### src/sv/itf_pkg.sv
`timescale 1ns / 1ps
// Shared widths, codes, descriptor type and character helpers for the integer text formatter.
package itf_pkg;

   localparam int ITF_CMD_W       = 2;
   localparam int ITF_VALUE_W     = 32;
   localparam int ITF_WIDTH_W     = 7;
   localparam int ITF_PREC_W      = 6;
   localparam int ITF_CHAR_W      = 8;
   localparam int ITF_DIGIT_W     = 4;

   localparam int ITF_MAX_FIELD   = 64;
   localparam int ITF_MAX_PREC    = 60;
   localparam int ITF_MAX_RESULTS = 64;
   localparam int ITF_DIGIT_SLOTS = 10;
   localparam int ITF_DIGIT_IDX_W = $clog2(ITF_DIGIT_SLOTS);
   localparam int ITF_COUNT_W     = $clog2(ITF_DIGIT_SLOTS + 1);
   localparam int ITF_POS_W       = ITF_WIDTH_W;

   localparam int ITF_QUEUE_DEPTH = 2;
   localparam int ITF_QUEUE_IDX_W = $clog2(ITF_QUEUE_DEPTH);

   // floor(n / 10) == (n * ITF_DEC_RECIP) >> ITF_DEC_SHIFT for every 32-bit n
   localparam logic [ITF_VALUE_W-1:0] ITF_DEC_RECIP = 32'hCCCC_CCCD;
   localparam int                     ITF_DEC_SHIFT = 35;

   localparam logic [ITF_CHAR_W-1:0] ITF_CH_ZERO  = 8'h30;
   localparam logic [ITF_CHAR_W-1:0] ITF_CH_SPACE = 8'h20;
   localparam logic [ITF_CHAR_W-1:0] ITF_CH_PLUS  = 8'h2B;
   localparam logic [ITF_CHAR_W-1:0] ITF_CH_MINUS = 8'h2D;
   localparam logic [ITF_CHAR_W-1:0] ITF_CH_X_LO  = 8'h78;
   localparam logic [ITF_CHAR_W-1:0] ITF_CH_X_UP  = 8'h58;
   localparam logic [ITF_CHAR_W-1:0] ITF_CH_A_LO  = 8'h61;
   localparam logic [ITF_CHAR_W-1:0] ITF_CH_A_UP  = 8'h41;

   typedef enum logic [ITF_CMD_W-1:0] {
      ITF_CMD_SDEC = 2'd0,
      ITF_CMD_UDEC = 2'd1,
      ITF_CMD_HEXL = 2'd2,
      ITF_CMD_HEXU = 2'd3
   } itf_cmd_type;

   typedef enum logic [2:0] {
      ITF_ST_IDLE,
      ITF_ST_CONVERT,
      ITF_ST_SIZE,
      ITF_ST_PLACE,
      ITF_ST_EMIT
   } itf_state_type;

   typedef struct packed {
      logic [ITF_VALUE_W-1:0] mag;
      logic                   hex;
      logic                   upper;
      logic [ITF_CHAR_W-1:0]  sign_char;
      logic [1:0]             pre_len;
      logic                   blank;
      logic [ITF_WIDTH_W-1:0] width;
      logic [ITF_PREC_W-1:0]  prec;
      logic                   left;
      logic                   pad_after;
      logic                   pad_zero;
   } itf_desc_type;

   function automatic logic [ITF_CHAR_W-1:0] itf_digit_char(input logic [ITF_DIGIT_W-1:0] d,
                                                            input logic upper);
      logic [ITF_CHAR_W-1:0] ext;
      ext = ITF_CHAR_W'(d);
      if (d < ITF_DIGIT_W'(10)) begin
         return ITF_CH_ZERO + ext;
      end else begin
         return (upper ? ITF_CH_A_UP : ITF_CH_A_LO) + ext - ITF_CHAR_W'(10);
      end
   endfunction

endpackage

### src/sv/itf_if.sv
`timescale 1ns / 1ps
// Request and response channel interfaces for the integer text formatter.
interface itf_req_if;
   import itf_pkg::*;

   logic                   valid;
   logic                   ready;
   logic [ITF_CMD_W-1:0]   cmd;
   logic [ITF_VALUE_W-1:0] value;
   logic [ITF_WIDTH_W-1:0] field_width;
   logic [ITF_PREC_W-1:0]  prec_digits;
   logic                   has_precision;
   logic                   left_justify;
   logic                   zero_flag;
   logic                   plus_flag;
   logic                   space_flag;
   logic                   alt_form;
   logic                   pad_is_zero;

   modport source (
      output valid, cmd, value, field_width, prec_digits, has_precision, left_justify,
             zero_flag, plus_flag, space_flag, alt_form, pad_is_zero,
      input  ready
   );

   modport sink (
      input  valid, cmd, value, field_width, prec_digits, has_precision, left_justify,
             zero_flag, plus_flag, space_flag, alt_form, pad_is_zero,
      output ready
   );
endinterface

interface itf_rsp_if;
   import itf_pkg::*;

   logic                  valid;
   logic                  ready;
   logic [ITF_CHAR_W-1:0] out_char;
   logic                  last;

   modport source (output valid, out_char, last, input ready);
   modport sink (input valid, out_char, last, output ready);
endinterface

### src/sv/itf_front.sv
`timescale 1ns / 1ps
// Front end: accepts requests, resolves sign, prefix, pad and precision into a descriptor.
module itf_front #(
   parameter int MAX_FIELD = itf_pkg::ITF_MAX_FIELD
) (
   itf_req_if.sink              req_chan,
   output logic                 push_valid,
   input  logic                 push_ready,
   output itf_pkg::itf_desc_type push_desc
);
   import itf_pkg::*;

   itf_cmd_type cmd;
   logic        neg;
   logic        blank;
   logic        value_zero;

   assign cmd        = itf_cmd_type'(req_chan.cmd);
   assign value_zero = (req_chan.value == '0);
   assign neg        = (cmd == ITF_CMD_SDEC) && req_chan.value[ITF_VALUE_W-1];
   // zero value with explicit zero precision prints no digits at all
   assign blank      = req_chan.has_precision && (req_chan.prec_digits == '0) && value_zero;

   assign push_valid     = req_chan.valid;
   assign req_chan.ready = push_ready;

   always_comb begin
      push_desc           = '0;
      push_desc.mag       = neg ? ('0 - req_chan.value) : req_chan.value;
      push_desc.hex       = (cmd == ITF_CMD_HEXL) || (cmd == ITF_CMD_HEXU);
      push_desc.upper     = (cmd == ITF_CMD_HEXU);
      push_desc.blank     = blank;
      push_desc.left      = req_chan.left_justify;
      push_desc.pad_after = req_chan.zero_flag && !req_chan.has_precision;
      push_desc.pad_zero  = req_chan.pad_is_zero && !blank;

      if (int'(req_chan.field_width) > MAX_FIELD) begin
         push_desc.width = ITF_WIDTH_W'(MAX_FIELD);
      end else begin
         push_desc.width = req_chan.field_width;
      end

      if (!req_chan.has_precision) begin
         push_desc.prec = '0;
      end else if (int'(req_chan.prec_digits) > ITF_MAX_PREC) begin
         push_desc.prec = ITF_PREC_W'(ITF_MAX_PREC);
      end else begin
         push_desc.prec = req_chan.prec_digits;
      end

      push_desc.sign_char = ITF_CH_SPACE;
      push_desc.pre_len   = 2'd0;
      if (!blank) begin
         if (cmd == ITF_CMD_SDEC) begin
            if (neg) begin
               push_desc.sign_char = ITF_CH_MINUS;
               push_desc.pre_len   = 2'd1;
            end else if (req_chan.plus_flag) begin
               push_desc.sign_char = ITF_CH_PLUS;
               push_desc.pre_len   = 2'd1;
            end else if (req_chan.space_flag) begin
               push_desc.pre_len   = 2'd1;
            end
         end else if (push_desc.hex && req_chan.alt_form && !value_zero) begin
            push_desc.pre_len = 2'd2;
         end
      end
   end

endmodule

### src/sv/itf_queue.sv
`timescale 1ns / 1ps
// Short descriptor queue between the front end and the emit engine.
module itf_queue (
   input  logic                  clock,
   input  logic                  reset,
   input  logic                  push_valid,
   output logic                  push_ready,
   input  itf_pkg::itf_desc_type push_desc,
   output logic                  pop_valid,
   input  logic                  pop_ready,
   output itf_pkg::itf_desc_type pop_desc
);
   import itf_pkg::*;

   localparam int CNT_W = $clog2(ITF_QUEUE_DEPTH + 1);

   itf_desc_type               entry_ff [ITF_QUEUE_DEPTH];
   logic [ITF_QUEUE_IDX_W-1:0] wr_ptr_ff, wr_ptr_in;
   logic [ITF_QUEUE_IDX_W-1:0] rd_ptr_ff, rd_ptr_in;
   logic [CNT_W-1:0]           count_ff, count_in;
   logic                       do_push, do_pop;

   assign push_ready = (count_ff != CNT_W'(ITF_QUEUE_DEPTH));
   assign pop_valid  = (count_ff != '0);
   assign pop_desc   = entry_ff[rd_ptr_ff];
   assign do_push    = push_valid && push_ready;
   assign do_pop     = pop_valid && pop_ready;

   always_comb begin
      wr_ptr_in = wr_ptr_ff;
      rd_ptr_in = rd_ptr_ff;
      count_in  = count_ff;
      if (do_push) begin
         wr_ptr_in = (wr_ptr_ff == ITF_QUEUE_IDX_W'(ITF_QUEUE_DEPTH - 1)) ? '0 : wr_ptr_ff + 1'b1;
      end
      if (do_pop) begin
         rd_ptr_in = (rd_ptr_ff == ITF_QUEUE_IDX_W'(ITF_QUEUE_DEPTH - 1)) ? '0 : rd_ptr_ff + 1'b1;
      end
      if (do_push && !do_pop) begin
         count_in = count_ff + 1'b1;
      end else if (do_pop && !do_push) begin
         count_in = count_ff - 1'b1;
      end
   end

   always_ff @(posedge clock) begin
      if (reset) begin
         wr_ptr_ff <= '0;
         rd_ptr_ff <= '0;
         count_ff  <= '0;
      end else begin
         wr_ptr_ff <= wr_ptr_in;
         rd_ptr_ff <= rd_ptr_in;
         count_ff  <= count_in;
      end
   end

   always_ff @(posedge clock) begin
      if (do_push) begin
         entry_ff[wr_ptr_ff] <= push_desc;
      end
   end

endmodule

### src/sv/itf_back.sv
`timescale 1ns / 1ps
// Back end: converts the magnitude to digits, lays out the text and emits one character a cycle when not stalled.
module itf_back (
   input  logic                  clock,
   input  logic                  reset,
   input  logic                  pop_valid,
   output logic                  pop_ready,
   input  itf_pkg::itf_desc_type pop_desc,
   itf_rsp_if.source             rsp_chan
);
   import itf_pkg::*;

   itf_state_type state_ff, state_in;

   itf_desc_type           desc_ff, desc_in;
   logic [ITF_VALUE_W-1:0] mag_ff, mag_in;
   logic [ITF_DIGIT_W-1:0] digit_store_ff [ITF_DIGIT_SLOTS];
   logic                   digit_we;
   logic [ITF_DIGIT_W-1:0] digit_wdata;
   logic [ITF_COUNT_W-1:0] digit_count_ff, digit_count_in;
   logic [ITF_DIGIT_IDX_W-1:0] rd_idx_ff, rd_idx_in;

   logic [ITF_POS_W-1:0] zeros_ff, zeros_in;
   logic [ITF_POS_W-1:0] pad_ff, pad_in;
   logic [ITF_POS_W-1:0] b_lead_ff, b_lead_in;
   logic [ITF_POS_W-1:0] b_pre_ff, b_pre_in;
   logic [ITF_POS_W-1:0] b_mid_ff, b_mid_in;
   logic [ITF_POS_W-1:0] b_zero_ff, b_zero_in;
   logic [ITF_POS_W-1:0] b_dig_ff, b_dig_in;
   logic [ITF_POS_W-1:0] last_pos_ff, last_pos_in;
   logic [ITF_POS_W-1:0] pos_ff, pos_in;

   logic                  rsp_valid_ff, rsp_valid_in;
   logic [ITF_CHAR_W-1:0] rsp_char_ff, rsp_char_in;
   logic                  rsp_last_ff, rsp_last_in;

   // digit step
   logic [2*ITF_VALUE_W-1:0] prod;
   logic [ITF_VALUE_W-1:0]   quot;
   logic [ITF_VALUE_W-1:0]   quot_x10;
   logic [ITF_VALUE_W-1:0]   rem_full;

   // layout
   logic [ITF_POS_W-1:0] digits_ext;
   logic [ITF_POS_W-1:0] prec_ext;
   logic [ITF_POS_W-1:0] eff_prec;
   logic [ITF_POS_W-1:0] need;
   logic [ITF_POS_W-1:0] lead, mid, trail;
   logic [ITF_POS_W:0]   total;
   logic [ITF_POS_W:0]   capped;

   logic                  advance;
   logic [ITF_CHAR_W-1:0] pad_char;

   assign prod     = mag_ff * ITF_DEC_RECIP;
   assign quot     = desc_ff.hex ? (mag_ff >> 4) : ITF_VALUE_W'(prod >> ITF_DEC_SHIFT);
   assign quot_x10 = (quot << 3) + (quot << 1);
   assign rem_full = mag_ff - quot_x10;

   assign digits_ext = ITF_POS_W'(digit_count_ff);
   assign prec_ext   = ITF_POS_W'(desc_ff.prec);
   assign eff_prec   = (prec_ext > digits_ext) ? prec_ext : digits_ext;
   assign need       = eff_prec + ITF_POS_W'(desc_ff.pre_len);

   assign lead  = (!desc_ff.left && !desc_ff.pad_after) ? pad_ff : '0;
   assign mid   = (!desc_ff.left && desc_ff.pad_after) ? pad_ff : '0;
   assign trail = desc_ff.left ? pad_ff : '0;
   assign total = (ITF_POS_W + 1)'(b_dig_in) + (ITF_POS_W + 1)'(trail);
   assign capped = (total > (ITF_POS_W + 1)'(ITF_MAX_RESULTS)) ?
                   (ITF_POS_W + 1)'(ITF_MAX_RESULTS) : total;

   assign pad_char = desc_ff.pad_zero ? ITF_CH_ZERO : ITF_CH_SPACE;
   assign advance  = !rsp_valid_ff || rsp_chan.ready;

   assign pop_ready         = (state_ff == ITF_ST_IDLE);
   assign rsp_chan.valid    = rsp_valid_ff;
   assign rsp_chan.out_char = rsp_char_ff;
   assign rsp_chan.last     = rsp_last_ff;

   always_comb begin
      state_in       = state_ff;
      desc_in        = desc_ff;
      mag_in         = mag_ff;
      digit_we       = 1'b0;
      digit_wdata    = desc_ff.hex ? mag_ff[ITF_DIGIT_W-1:0] : rem_full[ITF_DIGIT_W-1:0];
      digit_count_in = digit_count_ff;
      rd_idx_in      = rd_idx_ff;
      zeros_in       = zeros_ff;
      pad_in         = pad_ff;
      b_lead_in      = lead;
      b_pre_in       = lead + ITF_POS_W'(desc_ff.pre_len);
      b_mid_in       = b_pre_in + mid;
      b_zero_in      = b_mid_in + zeros_ff;
      b_dig_in       = b_zero_in + digits_ext;
      last_pos_in    = last_pos_ff;
      pos_in         = pos_ff;
      rsp_char_in    = rsp_char_ff;
      rsp_last_in    = rsp_last_ff;
      rsp_valid_in   = rsp_valid_ff && !rsp_chan.ready;

      unique case (state_ff)
         ITF_ST_IDLE: begin
            if (pop_valid) begin
               desc_in        = pop_desc;
               mag_in         = pop_desc.mag;
               digit_count_in = '0;
               state_in       = pop_desc.blank ? ITF_ST_SIZE : ITF_ST_CONVERT;
            end
         end

         ITF_ST_CONVERT: begin
            // one digit per cycle, least significant first
            digit_we       = 1'b1;
            digit_count_in = digit_count_ff + 1'b1;
            mag_in         = quot;
            if (quot == '0) begin
               state_in = ITF_ST_SIZE;
            end
         end

         ITF_ST_SIZE: begin
            zeros_in  = eff_prec - digits_ext;
            pad_in    = (ITF_POS_W'(desc_ff.width) > need) ?
                        ITF_POS_W'(desc_ff.width) - need : '0;
            rd_idx_in = ITF_DIGIT_IDX_W'(digit_count_ff - 1'b1);
            state_in  = ITF_ST_PLACE;
         end

         ITF_ST_PLACE: begin
            pos_in = '0;
            if (capped == '0) begin
               state_in = ITF_ST_IDLE;
            end else begin
               last_pos_in = ITF_POS_W'(capped - 1'b1);
               state_in    = ITF_ST_EMIT;
            end
         end

         ITF_ST_EMIT: begin
            if (advance) begin
               rsp_valid_in = 1'b1;
               rsp_last_in  = (pos_ff == last_pos_ff);
               pos_in       = pos_ff + 1'b1;
               priority if (pos_ff < b_lead_ff) begin
                  rsp_char_in = pad_char;
               end else if (pos_ff < b_pre_ff) begin
                  if (desc_ff.pre_len == 2'd1) begin
                     rsp_char_in = desc_ff.sign_char;
                  end else if (pos_ff == b_lead_ff) begin
                     rsp_char_in = ITF_CH_ZERO;
                  end else begin
                     rsp_char_in = desc_ff.upper ? ITF_CH_X_UP : ITF_CH_X_LO;
                  end
               end else if (pos_ff < b_mid_ff) begin
                  rsp_char_in = pad_char;
               end else if (pos_ff < b_zero_ff) begin
                  rsp_char_in = ITF_CH_ZERO;
               end else if (pos_ff < b_dig_ff) begin
                  // read digits back most significant first
                  rsp_char_in = itf_digit_char(digit_store_ff[rd_idx_ff], desc_ff.upper);
                  rd_idx_in   = rd_idx_ff - 1'b1;
               end else begin
                  rsp_char_in = ITF_CH_SPACE;
               end
               if (pos_ff == last_pos_ff) begin
                  state_in = ITF_ST_IDLE;
               end
            end
         end

         default: begin
            state_in = ITF_ST_IDLE;
         end
      endcase
   end

   always_ff @(posedge clock) begin
      if (reset) begin
         state_ff       <= ITF_ST_IDLE;
         digit_count_ff <= '0;
         pos_ff         <= '0;
         rsp_valid_ff   <= 1'b0;
      end else begin
         state_ff       <= state_in;
         digit_count_ff <= digit_count_in;
         pos_ff         <= pos_in;
         rsp_valid_ff   <= rsp_valid_in;
      end
   end

   always_ff @(posedge clock) begin
      desc_ff     <= desc_in;
      mag_ff      <= mag_in;
      rd_idx_ff   <= rd_idx_in;
      zeros_ff    <= zeros_in;
      pad_ff      <= pad_in;
      last_pos_ff <= last_pos_in;
      rsp_char_ff <= rsp_char_in;
      rsp_last_ff <= rsp_last_in;
      if (state_ff == ITF_ST_PLACE) begin
         b_lead_ff <= b_lead_in;
         b_pre_ff  <= b_pre_in;
         b_mid_ff  <= b_mid_in;
         b_zero_ff <= b_zero_in;
         b_dig_ff  <= b_dig_in;
      end
      if (digit_we) begin
         digit_store_ff[digit_count_ff[ITF_DIGIT_IDX_W-1:0]] <= digit_wdata;
      end
   end

endmodule

### src/sv/integer_text_formatter_core.sv
`timescale 1ns / 1ps
// Top level of the integer text formatter: front end, descriptor queue and emit engine.
//
//   channel    dir   handshake          payload
//   req_chan   in    valid / ready      cmd, value, field_width, prec_digits, flags
//   rsp_chan   out   valid / ready      out_char, last
//
// A request leaves the queue when the back end is idle, is converted one digit per cycle (1 to 10
// decimal, 1 to 8 hex; none for a blank zero) in the shared divide-by-base step, is laid out in the
// SIZE and PLACE states, then is emitted one character per cycle while rsp_chan is not stalled (at most 64).
// The front end accepts requests into a two-entry queue while the back end works.
// Reset is synchronous and clears the queue and the emit state.
// A stalled rsp_chan holds the registered character; the back end waits with it.
module integer_text_formatter_core #(
   parameter int MAX_FIELD = itf_pkg::ITF_MAX_FIELD
) (
   input  logic      clock,
   input  logic      reset,
   itf_req_if.sink   req_chan,
   itf_rsp_if.source rsp_chan
);
   import itf_pkg::*;

   logic         push_valid, push_ready;
   logic         pop_valid, pop_ready;
   itf_desc_type push_desc, pop_desc;

   itf_front #(
      .MAX_FIELD (MAX_FIELD)
   ) u_front (
      .req_chan   (req_chan),
      .push_valid (push_valid),
      .push_ready (push_ready),
      .push_desc  (push_desc)
   );

   itf_queue u_queue (
      .clock      (clock),
      .reset      (reset),
      .push_valid (push_valid),
      .push_ready (push_ready),
      .push_desc  (push_desc),
      .pop_valid  (pop_valid),
      .pop_ready  (pop_ready),
      .pop_desc   (pop_desc)
   );

   itf_back u_back (
      .clock     (clock),
      .reset     (reset),
      .pop_valid (pop_valid),
      .pop_ready (pop_ready),
      .pop_desc  (pop_desc),
      .rsp_chan  (rsp_chan)
   );

endmodule
### src/flat_wrapper.sv
// flat-port wrapper written by rule: the top's interface ports become plain ports
module integer_text_formatter_core_flat import itf_pkg::*;
#(
   parameter int MAX_FIELD = itf_pkg::ITF_MAX_FIELD
)
  (clock, reset, req_chan_valid, req_chan_cmd, req_chan_value, req_chan_field_width, req_chan_prec_digits, req_chan_has_precision, req_chan_left_justify, req_chan_zero_flag, req_chan_plus_flag, req_chan_space_flag, req_chan_alt_form, req_chan_pad_is_zero, req_chan_ready, rsp_chan_valid, rsp_chan_out_char, rsp_chan_last, rsp_chan_ready);
  itf_req_if req_chan_i ();
  itf_rsp_if rsp_chan_i ();
  input  logic clock;
  input  logic reset;
  input wire logic [$bits(req_chan_i.valid)-1:0] req_chan_valid;
  input wire logic [$bits(req_chan_i.cmd)-1:0] req_chan_cmd;
  input wire logic [$bits(req_chan_i.value)-1:0] req_chan_value;
  input wire logic [$bits(req_chan_i.field_width)-1:0] req_chan_field_width;
  input wire logic [$bits(req_chan_i.prec_digits)-1:0] req_chan_prec_digits;
  input wire logic [$bits(req_chan_i.has_precision)-1:0] req_chan_has_precision;
  input wire logic [$bits(req_chan_i.left_justify)-1:0] req_chan_left_justify;
  input wire logic [$bits(req_chan_i.zero_flag)-1:0] req_chan_zero_flag;
  input wire logic [$bits(req_chan_i.plus_flag)-1:0] req_chan_plus_flag;
  input wire logic [$bits(req_chan_i.space_flag)-1:0] req_chan_space_flag;
  input wire logic [$bits(req_chan_i.alt_form)-1:0] req_chan_alt_form;
  input wire logic [$bits(req_chan_i.pad_is_zero)-1:0] req_chan_pad_is_zero;
  output wire logic [$bits(req_chan_i.ready)-1:0] req_chan_ready;
  output wire logic [$bits(rsp_chan_i.valid)-1:0] rsp_chan_valid;
  output wire logic [$bits(rsp_chan_i.out_char)-1:0] rsp_chan_out_char;
  output wire logic [$bits(rsp_chan_i.last)-1:0] rsp_chan_last;
  input wire logic [$bits(rsp_chan_i.ready)-1:0] rsp_chan_ready;
  assign req_chan_i.valid = req_chan_valid;
  assign req_chan_i.cmd = req_chan_cmd;
  assign req_chan_i.value = req_chan_value;
  assign req_chan_i.field_width = req_chan_field_width;
  assign req_chan_i.prec_digits = req_chan_prec_digits;
  assign req_chan_i.has_precision = req_chan_has_precision;
  assign req_chan_i.left_justify = req_chan_left_justify;
  assign req_chan_i.zero_flag = req_chan_zero_flag;
  assign req_chan_i.plus_flag = req_chan_plus_flag;
  assign req_chan_i.space_flag = req_chan_space_flag;
  assign req_chan_i.alt_form = req_chan_alt_form;
  assign req_chan_i.pad_is_zero = req_chan_pad_is_zero;
  assign req_chan_ready = req_chan_i.ready;
  assign rsp_chan_valid = rsp_chan_i.valid;
  assign rsp_chan_out_char = rsp_chan_i.out_char;
  assign rsp_chan_last = rsp_chan_i.last;
  assign rsp_chan_i.ready = rsp_chan_ready;
  integer_text_formatter_core #(.MAX_FIELD(MAX_FIELD)) u_core (.clock(clock), .reset(reset), .req_chan(req_chan_i), .rsp_chan(rsp_chan_i));
endmodule
### config.mk
export PLATFORM = sky130hd
export DESIGN_NAME = integer_text_formatter_core_flat
export DESIGN_NICKNAME = d
export VERILOG_FILES = /design/src/sv/itf_pkg.sv /design/src/sv/itf_if.sv /design/src/sv/itf_front.sv /design/src/sv/itf_queue.sv /design/src/sv/itf_back.sv /design/src/sv/integer_text_formatter_core.sv /design/src/flat_wrapper.sv
export SDC_FILE = /design/constraint.sdc
export NUM_CORES = 2
export LEC_CHECK = 0
export ABC_AREA = 1
export BUFFER_PORTS_ARGS = -buffer_cell sky130_fd_sc_hd__buf_2
export CELL_PAD_IN_SITES_DETAIL_PLACEMENT = 2
export CELL_PAD_IN_SITES_GLOBAL_PLACEMENT = 2
export CORE_UTILIZATION = 45
export CTS_BUF_LIST = sky130_fd_sc_hd__clkbuf_16
export CTS_CLUSTER_DIAMETER = 80
export DETAILED_ROUTE_END_ITERATION = 8
export PLACE_DENSITY_LB_ADDON = 0.08
export SLEW_MARGIN = 20
export SYNTH_ARGS = -nofsm -noshare
export SYNTH_HDL_FRONTEND = slang
export SYNTH_SLANG_ARGS = --single-unit
### constraint.sdc
create_clock -name clock -period 15.25 [get_ports clock]
set_input_delay 2.2875 -clock clock [delete_from_list [all_inputs] [get_ports clock]]
set_output_delay 2.2875 -clock clock [all_outputs]
set_load 0.01 [all_outputs]
==> flow_summary.ini <==
[route]
drtIter0Drc = 1619
vias = 27900
first_pass_iters = 5
wl_um = 141000
routedWlPerCell_um = 27.5
ant_nets = 0
post-route-drc-count = 0
via_per_inst = 5.46

[layout]
regArea_um2 = 8740
finalNetCount = 4941
area.growth.synth_to_final_pct = 8.28
multi_input_area_um2 = 21900
drive_gt1_share_pct = 5.61
fillers = 8453

[sta]
hold_viol_final = 0
setup_viol = 0
fin_crit_sh_pct = 59.1
max_freq_mhz = 111
relSlewSlack_pct = 31.9
rsz0062_at_grt = no
finalCriticalPeriod_ns = 9.01
maxSlewViolCount = 0
fin_setup_tns_ns = 0
fin_worst_skew_ns = 0.0233
worst_slew_pin_slew_ns = 1.01

[logic_synthesis]
ys_top_cells_by_count = inv_1, nand2_1, ha_1
syn-num-nets = 4860
yosysTopAreaCell = edfxtp_1
synth.avg_cell_area_um2 = 8.73
synth-warning-count = 0
synth-seq-area-share_pct = 25.2
synthFlopType = edfxtp_1
ys_ff_latch = 299
synth_top_area_share_pct = 23.8
syn_inst = 3972
yosys-top-cells-area = edfxtp_1, fa_1, ha_1, inv_1, nand2_1
synth_cell_types = 53
syn_area_um2 = 34700
synth-async-reset-ratio_pct = 0
post-synth-top-count-cell = inv_1
synth-edff-count = 275

[setup_path]
cp_max_fo = 9
worstSetupStartpointType = register
rrSetupSlack_ns = 6.24
cp.buffers_inverters = 3
max_stage_delay_ns = 0.73
critPathArrivalTime_ns = 9.48
r2r_end = u_core.u_back.state_ff[0]$_SDFFE_PP0P_
crit_type = register to register
crit_slowest_cell = xor2_1
path_common_cell = nand2_1
setup.worst_path.end = u_core.u_back.state_ff[0]$_SDFFE_PP0P_
crit_family = adder cells
startpoint = u_core.u_back.mag_ff[3]$_DFFE_PP_
rr_startpoint = u_core.u_back.mag_ff[3]$_DFFE_PP_
ff2ff_path_depth = 30
required_ns = 15.72
cp.depth = 30
endpoint_kind = register

[placed_design]
port_buffers = 67
gp_congestion = 0.978
dpl.hpwl_um = 119000

[global_routing]
overflow = 0
antenna_found_initial = 6
grt_max_degree = 70
grt_pass1_vias = 32400
grt.total_usage_pct = 36.6
grt_pass1_wl_um = 209000

[hold_path]
worstHoldPathType = register to register

[floorplanning]
io_pins = 69
die_w_um = 280
die_area_um2 = 78200
fp.dieH_um = 280
fp-row-count = 101
coreArea_um2 = 76100
start_util_pct = 45.6

[clock_network]
htreeDepth = 2
cts_made_buffers = 39
cts_tree = built
cts_buffer_depth = 3
clk_latency_ns = 0.57
cts_resized = 0
clkSlewWorstSetupHoldPaths_ns = 0.06
hold_buffers = 0
cts-root-buf = clkbuf_16
clock_sinks = 299
cts_setup_buffers = 0

[run_status]
status = finished clean

[flow_run]
drv_cap = 0
## cell families after synthesis
| kind of cell | after synthesis | share of synthesized area (%) |
|---|---|---|
| XOR/XNOR | 121 | 3.06 |
| adder cells (fa/ha/maj) | 830 | 38.6 |
| AND/OR/NAND/NOR | 1320 | 16.1 |
| multiplexers | 9 | 0.260 |
| buffers and inverters | 1083 | 11.8 |
| other | 1 | 0.0108 |
| flip-flops | 299 | 25.2 |
| AO/OA/AOI/OAI | 309 | 5.03 |
## metal layers
| metal | vias to the layer above | GRT usage [%] | share of wire, % |
|---|---|---|---|
| met5 | - | 0 | 0.017 |
| met2 | 791 | 61.2 | 47 |
| met3 | 316 | 4.55 | 4.6 |
| met1 | 14400 | 47.1 | 43 |
| met4 | 4 | 17.3 | 5.4 |
| li1 | 12400 | - | - |
## state kept, by name, indices dropped and copies added (netlist names), named ones only
register / cells
u_core.u_back.rsp_chan.valid: 1
u_core.u_back.state_ff: 3
u_core.u_back.desc_ff: 23
u_core.u_queue.count_ff: 2
u_core.u_back.digit_store_ff: 40
u_core.u_queue.entry_ff: 112
u_core.u_back.rd_idx_ff: 4
u_core.u_back.b_zero_ff: 7
u_core.u_back.zeros_ff: 7
u_core.u_back.b_pre_ff: 7
u_core.u_queue.wr_ptr_ff: 1
u_core.u_back.b_dig_ff: 7
u_core.u_back.digit_count_ff: 4
u_core.u_queue.rd_ptr_ff: 1
u_core.u_back.mag_ff: 32
u_core.u_back.b_lead_ff: 7
u_core.u_back.rsp_chan.last: 1
u_core.u_back.rsp_chan.out_char: 7
u_core.u_back.pos_ff: 7
u_core.u_back.b_mid_ff: 7
u_core.u_back.last_pos_ff: 7
u_core.u_back.pad_ff: 7
## metrics by stage
stage	util [%]	worst slack, ns	instances	hold WS [ns]	cell area, um2
after floorplan	-	8.16	3972	0.426	34700
after global placement	47.7	6.91	5041	0.434	36300
after detailed placement	47.7	6.34	5041	0.449	36300
after CTS	49.3	6.29	5111	0.472	37500
after global routing	49.3	6.19	5115	0.492	37500
final	49.3	6.24	5116	0.473	37500
## area by class of cell
cell class	count	area share, %
Multi-Input combinational cell	2590	58.3
Tap cell	1030	3.43
Clock inverter	31	0.753
Antenna cell	4	0.0267
Inverter	1041	10.4
Sequential cell	299	23.3
Clock buffer	39	2.60
Timing Repair Buffer	82	1.23
## placed cells by master (no fill, tap or decap), drive strengths merged
cell type / synthesis / routed
a22o: 1 / 1
o211ai: 15 / 15
dfxtp: 24 / 24
nor3b: 4 / 4
buf: 12 / 82
bufinv: 0 / 4
and3: 2 / 2
inv: 1040 / 1053
nand3: 128 / 128
o21bai: 13 / 13
or3: 1 / 1
conb: 1 / 1
o22ai: 3 / 3
or2: 20 / 20
nor2: 243 / 243
edfxtp: 275 / 275
diode: 0 / 4
mux2i: 9 / 9
o21a: 1 / 1
xnor2: 39 / 39
nor3: 37 / 37
nor4: 10 / 10
a31oi: 32 / 32
nand3b: 5 / 5
a41oi: 1 / 1
o31ai: 3 / 3
clkbuf: 30 / 39
a21boi: 3 / 3
o32ai: 2 / 2
a211oi: 7 / 7
xor2: 82 / 82
clkinv: 1 / 15
a21oi: 143 / 143
a21o: 8 / 8
fa: 398 / 398
nand4: 26 / 26
o21ai: 77 / 77
nand2: 843 / 843
ha: 432 / 432
and2: 1 / 1
## worst min-delay path by stage
stage	startpoint	endpoint	slack, ns	depth (start not counted)
after floorplan	u_core.u_queue.rd_ptr_ff$_SDFFE_PP0P_	register	0.43	1
after detailed placement	u_core.u_queue.rd_ptr_ff$_SDFFE_PP0P_	u_core.u_queue.rd_ptr_ff$_SDFFE_PP0P_	0.45	1
final	u_core.u_queue.rd_ptr_ff$_SDFFE_PP0P_	register	0.47	1
after global placement	u_core.u_queue.rd_ptr_ff$_SDFFE_PP0P_	register	0.43	1
after CTS	u_core.u_queue.rd_ptr_ff$_SDFFE_PP0P_	register	0.47	1
after global routing	u_core.u_queue.rd_ptr_ff$_SDFFE_PP0P_	u_core.u_queue.rd_ptr_ff$_SDFFE_PP0P_	0.49	1
Power is left out: the tool's default activity adds up to more than one toggle a clock period on the data nets, which glitch-free logic cannot reach.
